$ cat src/hw/rtl/vsa_pkg.sv
// ----------------------------------------------------------------------------
// vsa_pkg: shared types and codes of the variable segment allocator
// Segment entry layout, request and status codes, register indexes and the
// control group that the sequencer hands to the segment chain.
// ----------------------------------------------------------------------------
package vsa_pkg;

  localparam int MAX_SEGMENTS_DEF = 64;
  localparam int REGION_UNITS     = 65536;

  // One table entry: start offset, length in units, free mark.
  typedef struct packed {
    logic [15:0] base;
    logic [16:0] len;
    logic        free;
  } seg_t;

  typedef enum logic [1:0] {
    MODE_ALLOC = 2'd0,
    MODE_FREE  = 2'd1,
    MODE_PROBE = 2'd2,
    MODE_NOP   = 2'd3
  } mode_t;

  localparam logic [2:0] ST_OK        = 3'd0;
  localparam logic [2:0] ST_NO_FIT    = 3'd1;
  localparam logic [2:0] ST_NOT_FOUND = 3'd2;
  localparam logic [2:0] ST_BAD_SIZE  = 3'd3;
  localparam logic [2:0] ST_FULL      = 3'd4;

  localparam logic [1:0] POL_FIRST = 2'd0;
  localparam logic [1:0] POL_BEST  = 2'd1;
  localparam logic [1:0] POL_WORST = 2'd2;
  localparam logic [1:0] POL_NEXT  = 2'd3;

  localparam logic [1:0] REG_FIT_POLICY  = 2'd0;
  localparam logic [1:0] REG_REGION_SIZE = 2'd1;
  localparam logic [1:0] REG_SMALL_LIMIT = 2'd2;

  // Control group from the sequencer to the chain of segment cells.
  typedef struct packed {
    logic shift;
    logic load;
    seg_t load_val;
    seg_t tail;
  } ring_ctl_t;

endpackage

$ cat src/hw/rtl/vsa_cell.sv
// ----------------------------------------------------------------------------
// vsa_cell: one segment slot of the chain
// Holds one table entry and takes its neighbor's entry on every shift; a load wins over a shift.
// ----------------------------------------------------------------------------
module vsa_cell (
  input  logic          clk,
  input  logic          shift,
  input  logic          load,
  input  vsa_pkg::seg_t load_val,
  input  vsa_pkg::seg_t next_in,
  output vsa_pkg::seg_t q
);
  import vsa_pkg::*;

  seg_t entry;

  always_ff @(posedge clk) begin
    if (load) begin
      entry <= load_val;
    end else if (shift) begin
      entry <= next_in;
    end
  end

  assign q = entry;

endmodule

$ cat src/hw/rtl/vsa_ctrl.sv
// ----------------------------------------------------------------------------
// vsa_ctrl: request sequencer of the segment allocator
// Scans the rotating chain to choose or find a segment or test a probe address,
// then rewrites the chain in a second rotation while it gathers the statistics.
// ----------------------------------------------------------------------------
module vsa_ctrl #(
  parameter int MAX_SEGMENTS = vsa_pkg::MAX_SEGMENTS_DEF,
  localparam int IDX_W = $clog2(MAX_SEGMENTS),
  localparam int CNT_W = $clog2(MAX_SEGMENTS + 1)
) (
  input  logic               clk,
  input  logic               rst,
  input  logic               in_valid,
  output logic               in_ready,
  input  logic [1:0]         in_mode,
  input  logic [16:0]        in_want,
  input  logic [15:0]        in_addr,
  input  logic               cfg_we,
  input  logic [1:0]         cfg_index,
  input  logic [16:0]        cfg_data,
  input  vsa_pkg::seg_t      head,
  input  vsa_pkg::seg_t      next1,
  input  vsa_pkg::seg_t      next2,
  output vsa_pkg::ring_ctl_t ctl,
  output logic               out_valid,
  input  logic               out_ready,
  output logic [2:0]         status,
  output logic [15:0]        block_start,
  output logic               probe_hit,
  output logic [CNT_W-1:0]   allocated_blocks,
  output logic [CNT_W-1:0]   free_blocks,
  output logic [16:0]        free_units,
  output logic [16:0]        largest_free,
  output logic [CNT_W-1:0]   small_free_blocks
);
  import vsa_pkg::*;

  typedef enum logic [2:0] {S_IDLE, S_SCAN, S_FIN, S_REWR, S_DONE} state_t;
  typedef enum logic [1:0] {RW_KEEP, RW_REPL, RW_INS} rw_t;

  state_t           state;
  logic [IDX_W-1:0] k;
  logic [CNT_W-1:0] total;
  logic [CNT_W-1:0] new_total;
  logic [1:0]       fit_pol;
  logic [16:0]      small_lim;
  logic [15:0]      cursor_base;
  logic             cursor_valid;

  mode_t            mode;
  logic [16:0]      want;
  logic [15:0]      addr;
  seg_t             prev;

  // Scan results.
  logic             fa_found, ac_found, pk_found, c_found;
  logic [IDX_W-1:0] fa_idx, ac_idx, pk_idx;
  seg_t             fa_seg, ac_seg, pk_seg;
  logic             f_found, f_just, f_was_free, f_low, f_up;
  logic [IDX_W-1:0] f_idx;
  logic [15:0]      m_base;
  logic [16:0]      m_len;
  logic             hit;

  // Rewrite plan.
  rw_t              rw_kind;
  logic [IDX_W-1:0] rw_at;
  logic [1:0]       rw_drop;
  seg_t             rw_e0, rw_e1;
  logic [2:0]       res_status;
  logic [15:0]      res_start;

  // Statistics gathered during the rewrite.
  logic [CNT_W-1:0] n_alloc, n_free, n_small;
  logic [16:0]      units, big;

  logic             valid_k, fit, cont, probe_in, match, last_k;
  logic             sel_found, use_next;
  logic [IDX_W-1:0] sel_idx;
  seg_t             sel_seg, out_seg;
  logic [16:0]      clamp_size;
  logic             keep_new;

  assign last_k  = (k == IDX_W'(MAX_SEGMENTS - 1));
  assign valid_k = (CNT_W'(k) < total);
  assign fit     = valid_k && head.free && (head.len >= want);
  assign cont    = valid_k && cursor_valid && (cursor_base >= head.base) &&
                   ({1'b0, cursor_base - head.base} < head.len);
  assign probe_in = valid_k && !head.free && (addr >= head.base) &&
                    ({1'b0, addr - head.base} < head.len);
  assign match   = valid_k && (head.base == addr) && !f_found;
  assign keep_new = (CNT_W'(k) < new_total);

  // Candidate selection by policy; next fit with a located cursor prefers the
  // first fit past the cursor segment and wraps to the first fit overall.
  always_comb begin
    use_next = (fit_pol == POL_NEXT) && cursor_valid && c_found;
    if (use_next && ac_found) begin
      sel_found = 1'b1;
      sel_idx   = ac_idx;
      sel_seg   = ac_seg;
    end else if (use_next || fit_pol == POL_FIRST || fit_pol == POL_NEXT) begin
      sel_found = fa_found;
      sel_idx   = fa_idx;
      sel_seg   = fa_seg;
    end else begin
      sel_found = pk_found;
      sel_idx   = pk_idx;
      sel_seg   = pk_seg;
    end
  end

  // Entry written into the tail of the chain during the rewrite rotation.
  always_comb begin
    out_seg = head;
    case (rw_kind)
      RW_REPL: begin
        if (k == rw_at) begin
          out_seg = rw_e0;
        end else if (k > rw_at) begin
          case (rw_drop)
            2'd0:    out_seg = head;
            2'd1:    out_seg = next1;
            default: out_seg = next2;
          endcase
        end
      end
      RW_INS: begin
        if (k == rw_at) begin
          out_seg = rw_e0;
        end else if ({1'b0, k} == {1'b0, rw_at} + 1'b1) begin
          out_seg = rw_e1;
        end else if (k > rw_at) begin
          out_seg = prev;
        end
      end
      default: out_seg = head;
    endcase
  end

  always_comb begin
    if (cfg_data == 17'd0) begin
      clamp_size = 17'd1;
    end else if (cfg_data > 17'(REGION_UNITS)) begin
      clamp_size = 17'(REGION_UNITS);
    end else begin
      clamp_size = cfg_data;
    end
  end

  always_comb begin
    ctl.shift = (state == S_SCAN) || (state == S_REWR);
    ctl.tail  = (state == S_REWR) ? out_seg : head;
    ctl.load  = rst || (cfg_we && cfg_index == REG_REGION_SIZE);
    ctl.load_val.base = 16'd0;
    ctl.load_val.len  = rst ? 17'(REGION_UNITS) : clamp_size;
    ctl.load_val.free = 1'b1;
  end

  assign in_ready = (state == S_IDLE);

  always_ff @(posedge clk) begin
    if (rst) begin
      state        <= S_IDLE;
      total        <= CNT_W'(1);
      fit_pol      <= POL_FIRST;
      small_lim    <= 17'd16;
      cursor_valid <= 1'b0;
      cursor_base  <= 16'd0;
      out_valid    <= 1'b0;
      k            <= '0;
    end else begin
      if (cfg_we) begin
        unique case (cfg_index)
          REG_FIT_POLICY:  fit_pol <= cfg_data[1:0];
          REG_REGION_SIZE: begin
            total        <= CNT_W'(1);
            cursor_valid <= 1'b0;
          end
          REG_SMALL_LIMIT: small_lim <= cfg_data;
          default: ;
        endcase
      end
      if (out_ready) begin
        out_valid <= 1'b0;
      end
      if (ctl.shift) begin
        prev <= head;
      end

      unique case (state)
        S_IDLE: begin
          if (in_valid) begin
            mode     <= mode_t'(in_mode);
            want     <= in_want;
            addr     <= in_addr;
            k        <= '0;
            fa_found <= 1'b0;
            ac_found <= 1'b0;
            pk_found <= 1'b0;
            c_found  <= 1'b0;
            f_found  <= 1'b0;
            f_just   <= 1'b0;
            f_up     <= 1'b0;
            hit      <= 1'b0;
            state    <= S_SCAN;
          end
        end

        S_SCAN: begin
          if (mode == MODE_ALLOC) begin
            if (fit && !fa_found) begin
              fa_found <= 1'b1;
              fa_idx   <= k;
              fa_seg   <= head;
            end
            if (cont && !c_found) begin
              c_found <= 1'b1;
            end
            if (fit && c_found && !ac_found) begin
              ac_found <= 1'b1;
              ac_idx   <= k;
              ac_seg   <= head;
            end
            if (fit && (!pk_found ||
                        (fit_pol == POL_BEST && head.len < pk_seg.len) ||
                        (fit_pol == POL_WORST && head.len > pk_seg.len))) begin
              pk_found <= 1'b1;
              pk_idx   <= k;
              pk_seg   <= head;
            end
          end
          if (mode == MODE_FREE) begin
            f_just <= match;
            if (match) begin
              f_found    <= 1'b1;
              f_idx      <= k;
              f_was_free <= head.free;
              f_low      <= (k != '0) && prev.free;
              m_base     <= ((k != '0) && prev.free) ? prev.base : head.base;
              m_len      <= head.len + (((k != '0) && prev.free) ? prev.len : 17'd0);
            end
            if (f_just && valid_k && head.free) begin
              f_up  <= 1'b1;
              m_len <= m_len + head.len;
            end
          end
          if (mode == MODE_PROBE && probe_in) begin
            hit <= 1'b1;
          end
          k <= k + 1'b1;
          if (last_k) begin
            state <= S_FIN;
          end
        end

        S_FIN: begin
          rw_kind    <= RW_KEEP;
          rw_drop    <= 2'd0;
          new_total  <= total;
          res_status <= ST_OK;
          res_start  <= 16'd0;
          unique case (mode)
            MODE_ALLOC: begin
              if (want == 17'd0) begin
                res_status <= ST_BAD_SIZE;
              end else if (!sel_found) begin
                res_status <= ST_NO_FIT;
              end else if (sel_seg.len == want) begin
                rw_kind   <= RW_REPL;
                rw_at     <= sel_idx;
                rw_e0     <= '{base: sel_seg.base, len: want, free: 1'b0};
                res_start <= sel_seg.base;
                if (fit_pol == POL_NEXT) begin
                  cursor_base  <= sel_seg.base;
                  cursor_valid <= 1'b1;
                end
              end else if (total == CNT_W'(MAX_SEGMENTS)) begin
                res_status <= ST_FULL;
              end else begin
                rw_kind   <= RW_INS;
                rw_at     <= sel_idx;
                rw_e0     <= '{base: sel_seg.base, len: want, free: 1'b0};
                rw_e1     <= '{base: sel_seg.base + want[15:0],
                               len: sel_seg.len - want, free: 1'b1};
                new_total <= total + 1'b1;
                res_start <= sel_seg.base;
                if (fit_pol == POL_NEXT) begin
                  cursor_base  <= sel_seg.base;
                  cursor_valid <= 1'b1;
                end
              end
            end
            MODE_FREE: begin
              if (!f_found) begin
                res_status <= ST_NOT_FOUND;
              end else if (!f_was_free) begin
                rw_kind   <= RW_REPL;
                rw_at     <= f_low ? f_idx - 1'b1 : f_idx;
                rw_e0     <= '{base: m_base, len: m_len, free: 1'b1};
                rw_drop   <= {1'b0, f_low} + {1'b0, f_up};
                new_total <= total - CNT_W'({1'b0, f_low} + {1'b0, f_up});
              end
            end
            default: ;
          endcase
          n_alloc <= '0;
          n_free  <= '0;
          n_small <= '0;
          units   <= 17'd0;
          big     <= 17'd0;
          k       <= '0;
          state   <= S_REWR;
        end

        S_REWR: begin
          if (keep_new) begin
            if (out_seg.free) begin
              n_free <= n_free + 1'b1;
              units  <= units + out_seg.len;
              if (out_seg.len > big) begin
                big <= out_seg.len;
              end
              if (out_seg.len < small_lim) begin
                n_small <= n_small + 1'b1;
              end
            end else begin
              n_alloc <= n_alloc + 1'b1;
            end
          end
          k <= k + 1'b1;
          if (last_k) begin
            total <= new_total;
            state <= S_DONE;
          end
        end

        S_DONE: begin
          if (!out_valid || out_ready) begin
            out_valid         <= 1'b1;
            status            <= res_status;
            block_start       <= res_start;
            probe_hit         <= hit;
            allocated_blocks  <= n_alloc;
            free_blocks       <= n_free;
            free_units        <= units;
            largest_free      <= big;
            small_free_blocks <= n_small;
            state             <= S_IDLE;
          end
        end

        default: state <= S_IDLE;
      endcase
    end
  end

endmodule

$ cat src/hw/rtl/variable_segment_allocator_core.sv
// ----------------------------------------------------------------------------
// variable_segment_allocator_core: first/best/worst/next-fit segment allocator
// Keeps one region as an address-ordered table of segments held in a chain
// of cells, and serves allocate, free and probe requests on a stream port.
// ----------------------------------------------------------------------------
// Every request, whatever its kind, takes the same path through the segment
// chain: the table lives in MAX_SEGMENTS cells that rotate as one ring, and
// a request needs one full rotation to scan every entry (choosing the
// segment by the fit policy, finding the segment to free or testing the
// probe address) and a second full rotation to write the changed table back
// while the result statistics are summed. A finished result sits in an
// output register, so the next request is taken while that result still
// waits for the consumer. Writing the region size resets the table to one
// free segment. Configuration is to be written by the user only while no
// request is in flight; the block itself does not enforce it.
module variable_segment_allocator_core #(
  parameter int MAX_SEGMENTS = vsa_pkg::MAX_SEGMENTS_DEF,
  localparam int CNT_W = $clog2(MAX_SEGMENTS + 1),
  localparam int OUT_W = ((54 + 3 * CNT_W + 7) / 8) * 8
) (
  input  logic             clk,
  input  logic             rst,
  // Request stream.
  input  logic             s_tvalid,
  output logic             s_tready,
  input  logic [39:0]      s_tdata,   // request_size[16:0], address[32:17], zero pad
  input  logic [1:0]       s_tuser,   // mode[1:0]
  // Result stream.
  output logic             m_tvalid,
  input  logic             m_tready,
  output logic [OUT_W-1:0] m_tdata,   // status, block_start, probe_hit,
                                      // allocated_blocks, free_blocks, free_units,
                                      // largest_free, small_free_blocks, zero pad
  // Configuration write port.
  input  logic             cfg_we,
  input  logic [1:0]       cfg_index,
  input  logic [16:0]      cfg_data
);
  import vsa_pkg::*;

  localparam int TAP2 = (MAX_SEGMENTS > 2) ? 2 : MAX_SEGMENTS - 1;

  ring_ctl_t        ctl;
  seg_t             q [MAX_SEGMENTS];

  logic [2:0]       status;
  logic [15:0]      block_start;
  logic             probe_hit;
  logic [CNT_W-1:0] allocated_blocks, free_blocks, small_free_blocks;
  logic [16:0]      free_units, largest_free;

  // The chain: cell 0 is the head that the sequencer looks at, entries move
  // toward it on every shift and the sequencer feeds the last cell.
  for (genvar i = 0; i < MAX_SEGMENTS; i++) begin : g_cell
    seg_t nin;
    if (i == MAX_SEGMENTS - 1) begin : g_tail
      assign nin = ctl.tail;
    end else begin : g_link
      assign nin = q[i + 1];
    end
    vsa_cell u_cell (
      .clk      (clk),
      .shift    (ctl.shift),
      .load     ((i == 0) ? ctl.load : 1'b0),
      .load_val (ctl.load_val),
      .next_in  (nin),
      .q        (q[i])
    );
  end

  vsa_ctrl #(
    .MAX_SEGMENTS (MAX_SEGMENTS)
  ) u_ctrl (
    .clk               (clk),
    .rst               (rst),
    .in_valid          (s_tvalid),
    .in_ready          (s_tready),
    .in_mode           (s_tuser),
    .in_want           (s_tdata[16:0]),
    .in_addr           (s_tdata[32:17]),
    .cfg_we            (cfg_we),
    .cfg_index         (cfg_index),
    .cfg_data          (cfg_data),
    .head              (q[0]),
    .next1             (q[1]),
    .next2             (q[TAP2]),
    .ctl               (ctl),
    .out_valid         (m_tvalid),
    .out_ready         (m_tready),
    .status            (status),
    .block_start       (block_start),
    .probe_hit         (probe_hit),
    .allocated_blocks  (allocated_blocks),
    .free_blocks       (free_blocks),
    .free_units        (free_units),
    .largest_free      (largest_free),
    .small_free_blocks (small_free_blocks)
  );

  // Result fields packed from the lowest bit up.
  assign m_tdata = OUT_W'({small_free_blocks, largest_free, free_units, free_blocks,
                           allocated_blocks, probe_hit, block_start, status});

endmodule

$ cat config.mk
export PLATFORM = sky130hd
export DESIGN_NAME = variable_segment_allocator_core
export DESIGN_NICKNAME = d
export VERILOG_FILES = /design/src/hw/rtl/vsa_pkg.sv /design/src/hw/rtl/vsa_cell.sv /design/src/hw/rtl/vsa_ctrl.sv /design/src/hw/rtl/variable_segment_allocator_core.sv
export SDC_FILE = /design/constraint.sdc
export NUM_CORES = 2
export LEC_CHECK = 0
export BUFFER_PORTS_ARGS = -buffer_cell sky130_fd_sc_hd__buf_2
export CAP_MARGIN = 20
export CORE_ASPECT_RATIO = 0.75
export CORE_MARGIN = 2
export CORE_UTILIZATION = 50
export DETAILED_ROUTE_END_ITERATION = 10
export PLACE_DENSITY = 0.68
export SKIP_LAST_GASP = 1
export SLEW_MARGIN = 20
export SYNTH_ARGS = -nofsm -noshare
export SYNTH_HDL_FRONTEND = slang
export SYNTH_SLANG_ARGS = --single-unit
$ cat constraint.sdc
create_clock -name clk -period 64.5 [get_ports clk]
set_input_delay 9.675 -clock clk [delete_from_list [all_inputs] [get_ports clk]]
set_output_delay 9.675 -clock clk [all_outputs]
set_load 0.02 [all_outputs]
==> reports/results.ini <==
[run_status]
run_status=complete, no violations

[timing]
final_period_minus_worst_setup_slack_ns=12.16
max_slew_margin_pct=22.4
hold_violations=0
report.final.slew_viol_count=0
fin_setup_tns_ns=0
grt_setup_unrepaired=false
skew_ns=0.0514
max_slew.worst_pin.slew_ns=1.16
timing.final.crit_share_pct=18.8
fmax_mhz=82.2
setup_violations=0

[power_and_ir_drop]
intPower_uw=2840
cell_pwr_density_mw_per_mm2=33.7
fin_total_pwr_uw=3600
power_frac_clock_pct=39.4
power_switching_share_pct=21.0
leakage_uw=0.0357
power.combinational.fraction_pct=4.2
netSwitchingPower_uw=756
sequential_share_of_power_pct=56.4
ir_drop_uv=27.0

[hold_path]
worstHoldEndpoint=g_cell[51].u_cell.q[3]
hold_path.startpoint=g_cell[52].u_cell.q[3]
min_path_cells=0
min-delay-path-class=register to register

[synthesis]
synth.area.top_cells=edfxtp_1 83%, ha_1 3.0%, dfxtp_1 1.5%
synth.ff_latch_count=2697
netlist_instances=5006
synth.most_common_cell=edfxtp_1
yosys.cell_types.count=78
syn-mean-instance-area_um2=18.9
netlist_area_mm2=0.0948
synth_async_sr_flop_share_pct=0
ys.flop_type=edfxtp_1
netlist.top_cell.by_area=edfxtp_1
synth.yosys.seq_area_share_pct=84.7
edff_count_synth=2627
post-synth-top-area-fraction_pct=83.2
yosys-top-cells-count=2627 x edfxtp_1, 346 x nand2_1, 225 x ha_1
synth-warning-count=0

[clocking]
root_buffer=clkbuf_16
clkTransAtPathRegs_ns=0.06
cts-resized-gates=0
clock-sinks=2697
post-cts-setup-buffer-count=0
clock_path_buffers=3
cts_max_level=4
worst_skew_pair.late_latency_ns=0.88
cts_inserted_buffers=234
tritoncts=yes
cts_hold_repair.buffers=0

[floorplan]
rows=138
initial_standard_cell_utilization_of_the_core_pct=50.3
fp.dieH_um=381
die_width_um=507
die_area_mm2=0.193
design.portCount=148
core_area_mm2=0.189

[critical_path]
cell_chain_of_the_critical_path=buf_2 -> buf_4 -> nor2_1 -> nand2_1 -> or2_2 -> nor2_4 -> buf_4
max_stage_delay_ns=0.79
worstReg2RegEnd=u_ctrl.units[15]
timing.reg2reg.worst_path_depth=23
crit_path_max_fanout=56
critPathKind=input port to register
timing.critical_path.slowest_stage_cell=nor2_1
reg2reg_setup_slack_ns=56.92
timing.critical_path.required_ns=64.97
critical_path.most_common_cell=buf_4
setup.worst_path.start_class=input port
timing.critical_path.to_type=register
worstPathArrival_ns=12.63
timing.rr.start=u_ctrl.k[4]

[detailed_routing]
ant_nets=0
routedWlPerCell_um=23.0
first_drt_iteration_drcs=5779
drcViolationCount=0
detailroute.via_count=44100
detailedRoute.firstPassIterationCount=7
vias_per_cell=5.47
drt_wl_total_um=185000

[finish]
layout-area-overhead-vs-synth_pct=12.7
multi_input_area_mm2=0.0135
fin_nets=5634
final_layout_size_suffix_gt1_share_pct=11.4
fill_cells=14000
sequential_cell_area_mm2=0.0803

[placed_design]
routabilityCongestion=0.928
numPortBuffers=135
dp_hpwl_um=115000

[global_routing]
grt_max_degree=182
grt_pass1_vias=42000
grt_pass1_wl_um=271000
grtUsageTotal_pct=19.0
grt_antenna_before_repair=19
grt_remaining_overflow=0

[job]
maxCapViolCount=0

## worst max-delay path by stage
stage	startpoint	endpoint	slack (ns)	cells past startpoint
6_report	rst	u_ctrl.pk_seg[2]	52.34	7
5_1_grt	rst	u_ctrl.pk_seg[1]	52.39	7
4_1_cts	rst	u_ctrl.pk_seg[2]	52.54	7
3_5_place_dp	rst	u_ctrl.pk_seg[2]	51.62	7
3_3_place_gp	rst	u_ctrl.pk_seg[3]	51.66	7
2_1_floorplan	u_ctrl.state[0]	u_ctrl.k[1]	0.13	6
## cell usage in the layout (no fill, tap or decap), types with 43 or more instances in the layout
| master | Yosys | layout |
|---|---|---|
| mux2i_1 | 73 | 73 |
| a21o_1 | 68 | 68 |
| nor2_1 | 213 | 204 |
| nand2_1 | 346 | 345 |
| clkinv_2 | 0 | 43 |
| inv_1 | 182 | 180 |
| buf_2 | 11 | 136 |
| buf_4 | 8 | 75 |
| dfxtp_1 | 70 | 70 |
| clkbuf_1 | 99 | 44 |
| xnor2_1 | 77 | 77 |
| edfxtp_1 | 2627 | 2627 |
| a21oi_1 | 187 | 187 |
| ha_1 | 225 | 223 |
| clkbuf_16 | 0 | 239 |
| nand3_1 | 52 | 51 |
| o21ai_0 | 165 | 165 |
## cells by family after synthesis
kind of cell,synth area share [%]
flip-flops,84.7
AND/OR/NAND/NOR,3.87
AO/OA/AOI/OAI,4.95
buffers and inverters,1.29
adder cells (fa/ha/maj),3.12
XOR/XNOR,1.05
multiplexers,1.04
other,0.00396
## sequential cells by signal, indices dropped and copies added (netlist names), 17 cells and up
| register | flops |
|---|---|
| g_cell.u_cell.q | 2176 |
| u_ctrl.prev | 34 |
| u_ctrl.rw_e0 | 34 |
| u_ctrl.ac_seg | 33 |
| u_ctrl.fa_seg | 33 |
| u_ctrl.pk_seg | 33 |
| u_ctrl.rw_e1 | 33 |
| u_ctrl.big | 17 |
| u_ctrl.free_units | 17 |
| u_ctrl.largest_free | 17 |
| u_ctrl.m_len | 17 |
| u_ctrl.small_lim | 17 |
| u_ctrl.units | 17 |
| u_ctrl.want | 17 |
## layer usage
metal	part of all wire [%]	vias up	routed length, um	track usage (%)
li1	-	20000	-	-
met1	46	22100	84300	29.6
met2	41	1688	76600	25.6
met3	10	339	18500	5.25
met4	3.2	2	5960	6.64
met5	0.0070	-	13	0
## worst max-delay path: cells and delay by family
| kind | cells | cell delay, ns |
|---|---|---|
| and+or+nand+nor | 4 | 1.88 |
| buffers and inverters | 3 | 1.00 |
## area by class of cell
class                      instances  share of cell area [%]
clock buffer                     284                    5.76
sequential                      2697                    75.1
inverter                         185                   0.657
multi-input combinational       1999                    12.6
clock inverter                   148                    1.62
timing repair buffer             219                    1.27
antenna                            5                  0.0117
tap                             2520                    2.95
## per-stage QoR
stage                     hold WS [ns]  worst slack (ns)  cells  utilization (%)  instance area, um2
after global routing             0.392             52.39   8055             56.7              107000
after floorplan                  0.400             0.126   5010                -               94800
after detailed placement         0.405             51.62   7619             52.5               98900
after global placement           0.400             51.66   7619             52.5               98900
final                            0.381             52.34   8057             56.7              107000
after CTS                        0.373             52.54   8051             56.7              107000
## power groups by stage
stage | logic (uW) | registers [uW] | clock network [uW]
floorplan | 95.7 | 2290 | 0
detailed placement | 147 | 2070 | 0
CTS | 148 | 2030 | 1460
finish | 150 | 2030 | 1420
global placement | 144 | 2060 | 0
global route | 164 | 2030 | 1520
Power figures use the tool's default switching activity.
